$ cat config.mk
export PLATFORM = sky130hd
export DESIGN_NAME = diagonal_identity_run_seed_picker
export DESIGN_NICKNAME = d
export VERILOG_FILES = /design/src/rtl/dirsp_pkg.sv /design/src/rtl/diagonal_identity_run_seed_picker.sv
export SDC_FILE = /design/constraint.sdc
export NUM_CORES = 2
export LEC_CHECK = 0
export BUFFER_PORTS_ARGS = -buffer_cell sky130_fd_sc_hd__buf_2
export CORE_AREA = 2 2 388 236
export CTS_CLUSTER_SIZE = 10
export DETAILED_ROUTE_END_ITERATION = 8
export DIE_AREA = 0 0 390 238
export PLACE_DENSITY = 0.69
export RECOVER_POWER = 100
export SLEW_MARGIN = 20
export SYNTH_ARGS = -nofsm -noshare
export SYNTH_HDL_FRONTEND = slang
export SYNTH_SLANG_ARGS = --single-unit
$ cat constraint.sdc
create_clock -name clk_i -period 7 [get_ports clk_i]
set_clock_uncertainty 0.1 [all_clocks]
set_input_delay 1.4 -clock clk_i [delete_from_list [all_inputs] [get_ports clk_i]]
set_output_delay 1.4 -clock clk_i [all_outputs]
set_load 0.02 [all_outputs]
$ cat src/rtl/dirsp_pkg.sv
// ----------------------------------------------------------------------------
// dirsp_pkg
// Shared widths, register map and defaults of the diagonal seed picker.
// ----------------------------------------------------------------------------
package dirsp_pkg;

  // Field widths
  localparam int unsigned ResW  = 8;   // residue code
  localparam int unsigned QryW  = 31;  // query offsets
  localparam int unsigned SubW  = 40;  // subject offsets
  localparam int unsigned WinW  = 42;  // signed window arithmetic
  localparam int unsigned MidW  = QryW + 2;  // signed midpoint, may dip below zero

  // Configuration port
  localparam int unsigned AddrW = 6;
  localparam int unsigned DataW = 64;

  // Run length that the old start's run must exceed to keep it, default
  localparam int unsigned RUN_LIMIT_DEFAULT = 20;

  // Register indexes (address = 8 * index)
  typedef enum logic [2:0] {
    REG_HIT_QUERY_BEGIN   = 3'd0,
    REG_HIT_QUERY_END     = 3'd1,
    REG_HIT_SUBJECT_BEGIN = 3'd2,
    REG_HIT_SUBJECT_END   = 3'd3,
    REG_OLD_SEED_QUERY    = 3'd4,
    REG_OLD_SEED_SUBJECT  = 3'd5
  } reg_idx_e;

endpackage

$ cat src/rtl/diagonal_identity_run_seed_picker.sv
// ----------------------------------------------------------------------------
// diagonal_identity_run_seed_picker
// Picks the gapped start point along one diagonal from a stream of residue
// pairs: keeps the old start when its identity run is long enough, else
// moves it to the middle of the first longest run in the scan window, if any.
// ----------------------------------------------------------------------------
//
//  channel   | handshake                 | word
//  ----------+---------------------------+-------------------------------------
//  input     | in_valid_i / in_stall_o   | query/subject residue, query_pos,
//            |                           | last_pair
//  output    | out_valid_o / out_stall_i | seed_moved, seed_query, seed_subject
//  config    | APB psel/penable/pwrite   | six registers, 64-bit data, addr 8*index
//
//  One pair is taken every cycle while in_stall_o is low. Pipeline: input
//  register, match/seed compare, window compare, run-state update, result
//  register, output register. Window bounds are recomputed from the registers
//  in two stages, settled before the first pair reaches the window compare.
//  Reset clears all control and stream state at once; no clearing pass.
//  The whole pipeline freezes only while the result and output registers
//  both hold a word and the output is stalled; in_stall_o follows that.
// ----------------------------------------------------------------------------
module diagonal_identity_run_seed_picker #(
  parameter int unsigned RUN_LIMIT = dirsp_pkg::RUN_LIMIT_DEFAULT
) (
  input  logic                         clk_i,
  input  logic                         rst_ni,
  // APB configuration port
  input  logic                         psel,
  input  logic                         penable,
  input  logic                         pwrite,
  input  logic [dirsp_pkg::AddrW-1:0]  paddr,
  input  logic [dirsp_pkg::DataW-1:0]  pwdata,
  output logic [dirsp_pkg::DataW-1:0]  prdata,
  output logic                         pready,
  // pair stream
  input  logic                         in_valid_i,
  output logic                         in_stall_o,
  input  logic [dirsp_pkg::ResW-1:0]   query_residue_i,
  input  logic [dirsp_pkg::ResW-1:0]   subject_residue_i,
  input  logic [dirsp_pkg::QryW-1:0]   query_pos_i,
  input  logic                         last_pair_i,
  // result
  output logic                         out_valid_o,
  input  logic                         out_stall_i,
  output logic                         seed_moved_o,
  output logic [dirsp_pkg::QryW-1:0]   seed_query_o,
  output logic [dirsp_pkg::SubW-1:0]   seed_subject_o
);
  import dirsp_pkg::*;

  localparam int unsigned CntW    = $clog2(RUN_LIMIT + 3);
  localparam logic [CntW-1:0] RunSat  = CntW'(RUN_LIMIT + 2);
  localparam logic [CntW-1:0] RunLim  = CntW'(RUN_LIMIT);
  localparam logic [CntW:0]   KeepLim = (CntW + 1)'(RUN_LIMIT + 1);
  localparam logic signed [MidW-1:0] HalfLim = MidW'(RUN_LIMIT / 2);

  function automatic logic [CntW-1:0] sat_inc(input logic [CntW-1:0] v);
    return (v >= RunSat) ? RunSat : v + 1'b1;
  endfunction

  // --------------------------------------------------------------------------
  // Configuration registers
  // --------------------------------------------------------------------------
  logic [QryW-1:0] hqb_q, hqe_q, osq_q;
  logic [SubW-1:0] hsb_q, hse_q, oss_q;
  logic            cfg_we;
  reg_idx_e        cfg_idx;

  assign pready  = 1'b1;
  assign cfg_we  = psel && penable && pwrite;
  assign cfg_idx = reg_idx_e'(paddr[5:3]);

  always_ff @(posedge clk_i or negedge rst_ni) begin
    if (!rst_ni) begin
      hqb_q <= '0;
      hqe_q <= '0;
      hsb_q <= '0;
      hse_q <= '0;
      osq_q <= '0;
      oss_q <= '0;
    end else if (cfg_we) begin
      unique case (cfg_idx)
        REG_HIT_QUERY_BEGIN:   hqb_q <= pwdata[QryW-1:0];
        REG_HIT_QUERY_END:     hqe_q <= pwdata[QryW-1:0];
        REG_HIT_SUBJECT_BEGIN: hsb_q <= pwdata[SubW-1:0];
        REG_HIT_SUBJECT_END:   hse_q <= pwdata[SubW-1:0];
        REG_OLD_SEED_QUERY:    osq_q <= pwdata[QryW-1:0];
        REG_OLD_SEED_SUBJECT:  oss_q <= pwdata[SubW-1:0];
        default: ;
      endcase
    end
  end

  // read-back
  always_comb begin
    unique case (cfg_idx)
      REG_HIT_QUERY_BEGIN:   prdata = DataW'(hqb_q);
      REG_HIT_QUERY_END:     prdata = DataW'(hqe_q);
      REG_HIT_SUBJECT_BEGIN: prdata = DataW'(hsb_q);
      REG_HIT_SUBJECT_END:   prdata = DataW'(hse_q);
      REG_OLD_SEED_QUERY:    prdata = DataW'(osq_q);
      REG_OLD_SEED_SUBJECT:  prdata = DataW'(oss_q);
      default:               prdata = '0;
    endcase
  end

  // --------------------------------------------------------------------------
  // Window bounds, two register stages
  //   start = seed_q - min(seed_s - hsb, seed_q - hqb)
  //   pos < end  <=>  pos < hse + seed_q - seed_s  and  pos < hqe
  // --------------------------------------------------------------------------
  logic signed [WinW-1:0] osq_x, oss_x, hqb_x, hsb_x, hse_x;
  logic signed [WinW-1:0] d1_q, d2_q, x_q, y_q;
  logic signed [WinW-1:0] ws_q, e1_q;
  logic [SubW-1:0]        diag_q;

  assign osq_x = $signed({{(WinW-QryW){1'b0}}, osq_q});
  assign hqb_x = $signed({{(WinW-QryW){1'b0}}, hqb_q});
  assign oss_x = $signed({{(WinW-SubW){1'b0}}, oss_q});
  assign hsb_x = $signed({{(WinW-SubW){1'b0}}, hsb_q});
  assign hse_x = $signed({{(WinW-SubW){1'b0}}, hse_q});

  always_ff @(posedge clk_i) begin
    d1_q   <= oss_x - hsb_x;
    d2_q   <= osq_x - hqb_x;
    x_q    <= hsb_x - oss_x;
    y_q    <= hse_x - oss_x;
    diag_q <= oss_q - SubW'(osq_q);
    ws_q   <= (d1_q < d2_q) ? x_q + osq_x : hqb_x;
    e1_q   <= y_q + osq_x;
  end

  // --------------------------------------------------------------------------
  // Flow control
  // --------------------------------------------------------------------------
  logic adv, o_take, accept;
  logic r_v_q, out_valid_q;

  assign o_take     = !out_valid_q || !out_stall_i;
  assign adv        = !r_v_q || o_take;
  assign in_stall_o = !adv;
  assign accept     = in_valid_i && !in_stall_o;

  // --------------------------------------------------------------------------
  // Stage A: input register
  // --------------------------------------------------------------------------
  logic            a_v_q, a_last_q;
  logic [ResW-1:0] a_qr_q, a_sr_q;
  logic [QryW-1:0] a_pos_q;

  always_ff @(posedge clk_i or negedge rst_ni) begin
    if (!rst_ni) begin
      a_v_q <= 1'b0;
    end else if (adv) begin
      a_v_q <= accept;
    end
  end

  always_ff @(posedge clk_i) begin
    if (adv && accept) begin
      a_qr_q   <= query_residue_i;
      a_sr_q   <= subject_residue_i;
      a_pos_q  <= query_pos_i;
      a_last_q <= last_pair_i;
    end
  end

  // --------------------------------------------------------------------------
  // Stage B: match and seed compares
  // --------------------------------------------------------------------------
  logic            b_v_q, b_m_q, b_last_q, b_seq_q, b_sgt_q, b_ltq_q;
  logic [QryW-1:0] b_pos_q;

  always_ff @(posedge clk_i or negedge rst_ni) begin
    if (!rst_ni) begin
      b_v_q <= 1'b0;
    end else if (adv) begin
      b_v_q <= a_v_q;
    end
  end

  always_ff @(posedge clk_i) begin
    if (adv) begin
      b_m_q    <= (a_qr_q == a_sr_q);
      b_pos_q  <= a_pos_q;
      b_last_q <= a_last_q;
      b_seq_q  <= (a_pos_q == osq_q);
      b_sgt_q  <= (a_pos_q > osq_q);
      b_ltq_q  <= (a_pos_q < hqe_q);
    end
  end

  // --------------------------------------------------------------------------
  // Stage C: window compares
  // --------------------------------------------------------------------------
  logic                   c_v_q, c_m_q, c_last_q, c_seq_q, c_sgt_q, c_ltq_q;
  logic                   c_win_q, c_wlast_q;
  logic [QryW-1:0]        c_pos_q;
  logic signed [WinW-1:0] b_pos_x, b_pos1_x, hqe_x;

  assign b_pos_x  = $signed({{(WinW-QryW){1'b0}}, b_pos_q});
  assign b_pos1_x = b_pos_x + 1'b1;
  assign hqe_x    = $signed({{(WinW-QryW){1'b0}}, hqe_q});

  always_ff @(posedge clk_i or negedge rst_ni) begin
    if (!rst_ni) begin
      c_v_q <= 1'b0;
    end else if (adv) begin
      c_v_q <= b_v_q;
    end
  end

  always_ff @(posedge clk_i) begin
    if (adv) begin
      c_m_q     <= b_m_q;
      c_pos_q   <= b_pos_q;
      c_last_q  <= b_last_q;
      c_seq_q   <= b_seq_q;
      c_sgt_q   <= b_sgt_q;
      c_ltq_q   <= b_ltq_q;
      c_win_q   <= (b_pos_x >= ws_q) && (b_pos_x < e1_q) && b_ltq_q;
      c_wlast_q <= (b_pos1_x == e1_q) || (b_pos1_x == hqe_x);
    end
  end

  // --------------------------------------------------------------------------
  // Stage D: run state update
  // --------------------------------------------------------------------------
  logic                   pm_q, pm_n, pm_d;
  logic [CntW-1:0]        rl_q, rl_n, rl_d;
  logic [CntW-1:0]        bl_q, bl_n, bl_d;
  logic signed [MidW-1:0] bm_q, bm_n, bm_d;
  logic [CntW-1:0]        left_q, left_n, left_d;
  logic [CntW-1:0]        right_q, right_n, right_d;
  logic                   open_q, open_n, open_d;
  logic                   sd_q, sd_n, sd_d;
  logic [CntW-1:0]        all_q, all_n, all_d;
  logic                   wc_q, wc_n, wc_d;

  logic                   scan, close1, close2, keep, moved;
  logic [CntW-1:0]        close_len;
  logic signed [MidW-1:0] pos_s, close_at;

  assign pos_s = $signed({{(MidW-QryW){1'b0}}, c_pos_q});

  always_comb begin
    // identity run through the old seed
    all_n   = c_m_q ? sat_inc(all_q) : '0;
    left_n  = left_q;
    right_n = right_q;
    open_n  = open_q;
    if (c_seq_q) begin
      left_n = c_m_q ? all_n : '0;
      if (c_ltq_q && c_m_q) begin
        right_n = CntW'(1);
        open_n  = 1'b1;
      end else begin
        right_n = '0;
        open_n  = 1'b0;
      end
    end else if (open_q && c_sgt_q) begin
      if (c_ltq_q && c_m_q) begin
        right_n = sat_inc(right_q);
      end else begin
        open_n = 1'b0;
      end
    end

    // window scan
    scan   = c_win_q && !sd_q && !wc_q;
    close1 = scan && !c_m_q && pm_q;
    pm_n   = pm_q;
    rl_n   = rl_q;
    sd_n   = sd_q;
    wc_n   = wc_q;
    bl_n   = bl_q;
    bm_n   = bm_q;
    if (scan) begin
      pm_n = c_m_q;
      if (c_m_q && !pm_q) begin
        rl_n = CntW'(1);
      end else if (c_m_q && pm_q) begin
        rl_n = sat_inc(rl_q);
        if (rl_n > RunLim) begin
          sd_n = 1'b1;
          bm_n = pos_s - HalfLim;
        end
      end
      if (!sd_n && c_wlast_q) begin
        wc_n = 1'b1;
      end
    end

    // close the open run: at a falling edge, at window end or stream end
    close2    = pm_n && !sd_n && ((scan && c_wlast_q) || (c_last_q && !wc_n));
    close_len = close1 ? rl_q : rl_n;
    close_at  = close1 ? pos_s : pos_s + 1'b1;
    if ((close1 || close2) && (close_len > bl_n)) begin
      bl_n = close_len;
      bm_n = close_at - $signed(MidW'(close_len >> 1));
    end

    // result test
    keep  = ({1'b0, left_n} + {1'b0, right_n}) > KeepLim;
    moved = !keep && (sd_n || (bl_n != '0));

    // stream state returns to reset after the last pair
    if (c_last_q) begin
      pm_d    = 1'b0;
      rl_d    = '0;
      bl_d    = '0;
      bm_d    = '0;
      left_d  = '0;
      right_d = '0;
      open_d  = 1'b0;
      sd_d    = 1'b0;
      all_d   = '0;
      wc_d    = 1'b0;
    end else begin
      pm_d    = pm_n;
      rl_d    = rl_n;
      bl_d    = bl_n;
      bm_d    = bm_n;
      left_d  = left_n;
      right_d = right_n;
      open_d  = open_n;
      sd_d    = sd_n;
      all_d   = all_n;
      wc_d    = wc_n;
    end
  end

  always_ff @(posedge clk_i or negedge rst_ni) begin
    if (!rst_ni) begin
      pm_q    <= 1'b0;
      rl_q    <= '0;
      bl_q    <= '0;
      bm_q    <= '0;
      left_q  <= '0;
      right_q <= '0;
      open_q  <= 1'b0;
      sd_q    <= 1'b0;
      all_q   <= '0;
      wc_q    <= 1'b0;
    end else if (adv && c_v_q) begin
      pm_q    <= pm_d;
      rl_q    <= rl_d;
      bl_q    <= bl_d;
      bm_q    <= bm_d;
      left_q  <= left_d;
      right_q <= right_d;
      open_q  <= open_d;
      sd_q    <= sd_d;
      all_q   <= all_d;
      wc_q    <= wc_d;
    end
  end

  // --------------------------------------------------------------------------
  // Result register (skid stage)
  // --------------------------------------------------------------------------
  logic                   r_moved_q;
  logic signed [MidW-1:0] r_mid_q;

  always_ff @(posedge clk_i or negedge rst_ni) begin
    if (!rst_ni) begin
      r_v_q <= 1'b0;
    end else if (adv) begin
      r_v_q <= c_v_q && c_last_q;
    end
  end

  always_ff @(posedge clk_i) begin
    if (adv && c_v_q && c_last_q) begin
      r_moved_q <= moved;
      r_mid_q   <= bm_n;
    end
  end

  // --------------------------------------------------------------------------
  // Output register: subject start follows the diagonal
  // --------------------------------------------------------------------------
  logic            seed_moved_q;
  logic [QryW-1:0] seed_query_q;
  logic [SubW-1:0] seed_subject_q;
  logic [SubW-1:0] mid_sub;

  assign mid_sub = {{(SubW-MidW){r_mid_q[MidW-1]}}, r_mid_q};

  always_ff @(posedge clk_i or negedge rst_ni) begin
    if (!rst_ni) begin
      out_valid_q <= 1'b0;
    end else if (o_take) begin
      out_valid_q <= r_v_q;
    end
  end

  always_ff @(posedge clk_i) begin
    if (o_take && r_v_q) begin
      seed_moved_q   <= r_moved_q;
      seed_query_q   <= r_moved_q ? r_mid_q[QryW-1:0] : osq_q;
      seed_subject_q <= r_moved_q ? mid_sub + diag_q : oss_q;
    end
  end

  assign out_valid_o    = out_valid_q;
  assign seed_moved_o   = seed_moved_q;
  assign seed_query_o   = seed_query_q;
  assign seed_subject_o = seed_subject_q;

endmodule

==> results.md <==
- Die H: 238 um
- CTS Buffer Depth: 3
- Grt total ovfl: 0
- Area leader, netlist: dfrtp_1
- HP Class: reg2reg
- Vias in the first global route: 37,300
- R2R Path End: bm_q[29]
- Post-CTS Setup Bufs: 0
- Met1 GRT Util: 0.504
- DRT iter0 DRCs: 4,669
- Cts hold-fix bufs: 0
- Synth top area share: 0.143
- Clk slew on worst S/H paths: 60 ps
- Initial Utilization: 0.548
- Critical Path Start: c_m_q
- Grt peak-use layer: met1
- CTS tree: yes
- Clock Latency Late Sink: 710 ps
- Slew Limit Headroom: -1.53
- Crit. End Element: register
- Post_cts resized: 0
- DIE WIDTH: 390 um
- Arrival @ worst endpoint: 6670 ps
- Warnings, synthesis: 0
- Core Area: 0.0891 sq mm
- Worst R2R Start: c_m_q
- Post-synth EDFFs: 228
- Hold path cells: 0
- DR vias/cell: 6.09
- Syn Inst Count: 5,283
- Final Hold Vio Count: 0
- Die area: 0.0928 sq mm
- Initial antenna violation count: 3
- CP endpoint: bm_q[29]
- #FFs+latches synth: 786
- Pwr dens: 444 mW/mm^2
- H-tree levels: 3
- Top Ports: 264
- CTS sink cnt: 786
- # port buffers: 211
- Failing checks: max-capacitance violations, max-slew violations
- TNS Setup: 0 ps
- CTS Buf Count: 90
- Run status: complete, but fails checks
- Yosys cell types: 97
- Largest net degree at the start of global routing: 139
- Site Rows: 85
- Crit Path Max Fanout: 14
- 1st-pass router iterations: 8
- Ys async rst share: 0.356
- Final HPWL DP: 126,000 um
- FMAX: 162 MHz
- Synth top area cells: dfrtp_1 (14%), edfxtp_1 (14%), ha_1 (12%)
- Fraction of layout cells with a size suffix above 1: 0.0548
- Post-detailed-route count of antenna-violating nets: 0
- Grt met3 use: 0.0881
- Post-route DRC violation count: 0
- Final net count: 6,039
- Synthesis-to-finish area growth: 9.15%
- Routed WL: 161,000 um
- Final period util: 0.883
- RSZ-0062 raised after global routing: false
- Commonest non-fill, non-tap cell in the layout: o21ai_0
- R2R setup slack: 820 ps
- P_leak: 0.0232 uW
- Max cap viols: 19
- Crit Path Class: reg2reg
- RePlAce Congestion: 0.996
- Synthesized area per cell: 9.25 sq um
- Final Util: 0.598
- Nature of the critical path startpoint: register
- Worst-Margin Slew: 3790 ps
- Most frequent cells in the layout: o21ai_0 (504), nand2_1 (488), ha_1 (470)
- Mapped cell area: 0.0489 sq mm
- Clock Tree Root: clkbuf_16
- Peak VDD IR: 0.000350 V
- R2R depth: 14
- Routed len/inst: 24.0 um
- Tmin final: 6180 ps
- Post-synthesis sequential area ratio: 0.397
- Vias: 40,700
- All-Layer GR Usage: 0.339
- Global-route wire length before repair: 237,000 um
- Max Slew Vio Count: 948
- Top_reg_cell synth: dfrtp_1
- WP data required: 7490 ps
- Fillers: 7,948
- Final setup fails: 0
- GR Util met2: 0.485
- Hold_sp: b_seq_q
[flip-flops by register name, indices dropped and copies added, names as in the netlist, 8 cells and up]
register / flops
seed_subject_o: 40
d1_q: 40
bm_q: 33
x_q: 41
a_sr_q: 8
c_pos_q: 31
a_pos_q: 31
a_qr_q: 8
hse_q: 40
d2_q: 32
b_pos_q: 31
e1_q: 42
diag_q: 40
hsb_q: 40
hqb_q: 31
oss_q: 40
ws_q: 42
r_mid_q: 33
osq_q: 31
seed_query_o: 31
y_q: 41
hqe_q: 31
[through the flow]
step	hold WS (ps)	setup WS (ps)	total power, uW	instances	instance area (sq um)
2_1_floorplan	300	1200	15500	5306	48900
4_1_cts	315	1670	23600	6683	53700
3_3_place_gp	304	1790	18800	6515	51000
5_1_grt	320	620	25200	6685	53300
3_5_place_dp	305	1670	19000	6515	51000
6_report	313	819	23700	6688	53300
[layout make-up]
cell class,instances,area (sq um),area share
multi-input combinational,3912,27200,0.510
antenna,4,10.0,0.000188
tap,1174,1470,0.0275
sequential,786,19400,0.364
timing repair buffer,252,1110,0.0209
clock inverter,11,139,0.00260
inverter,392,1470,0.0276
clock buffer,157,2530,0.0475
[layer usage]
layer	wire (um)	up-vias
li1	-	19200
met1	74100	19400
met2	66300	1815
met3	15800	241
met4	4400	4
met5	22	-
[Yosys cell counts, types with 10 or more instances]
master     instances
a2111oi_0         13
a211oi_1          36
a21boi_0          13
a21o_1           171
a21oi_1          328
a22o_1            37
a22oi_1           96
a31oi_1           50
and2_1            29
and3_1            38
and4_1            10
buf_1             10
buf_4             27
clkbuf_1         174
dfrtp_1          280
dfxtp_1          278
edfxtp_1         228
fa_1              10
ha_1             470
inv_1            389
mux2_2            54
mux2i_1           34
nand2_1          488
nand2b_1          57
nand3_1          142
nand4_1           94
nor2_1           238
nor2b_1           62
nor3_1            61
nor3b_1           10
nor4_1            40
o211ai_1          42
o21a_1            62
o21ai_0          495
o21ai_1           13
o21bai_1          41
o22ai_1           17
o31ai_1           19
or2_2             13
or3_1             20
or4_1             11
xnor2_1          298
xor2_1           129
[power by group]
part	switching, uW	internal (uW)
Clock	1990	2460
Sequential	1130	6390
Combinational	7260	4470
[kinds of logic after synthesis]
family	after synthesis	share of synthesized area
other	2	0.000154
AOI/OAI and AO/OA	1550	0.200
adders and majority gates	480	0.124
buffers and inverters	608	0.0489
and+or+nand+nor	1342	0.133
xor gates and xnor gates	427	0.0765
DFF	786	0.397
muxes	88	0.0194
[worst max-delay path: stages, from the launching register on]
cell,delay [ps]
edfxtp_1,360
clkbuf_1,400
nor2b_1,800
nand2_1,320
o21ai_0,380
ha_1,310
a21oi_1,230
o211ai_1,180
or4b_1,680
nor3b_1,890
nor3b_4,630
nand4_1,200
xnor2_1,190
o21ai_0,120
a22o_1,240
[how the worst min path moves through the flow]
stage,endpoint,slack (ps)
2_1_floorplan,b_last_q,300
3_3_place_gp,c_seq_q,300
3_5_place_dp,c_seq_q,300
4_1_cts,c_seq_q,320
5_1_grt,c_seq_q,320
6_report,c_seq_q,310
No activity file was read; power rests on OpenSTA's default activity.
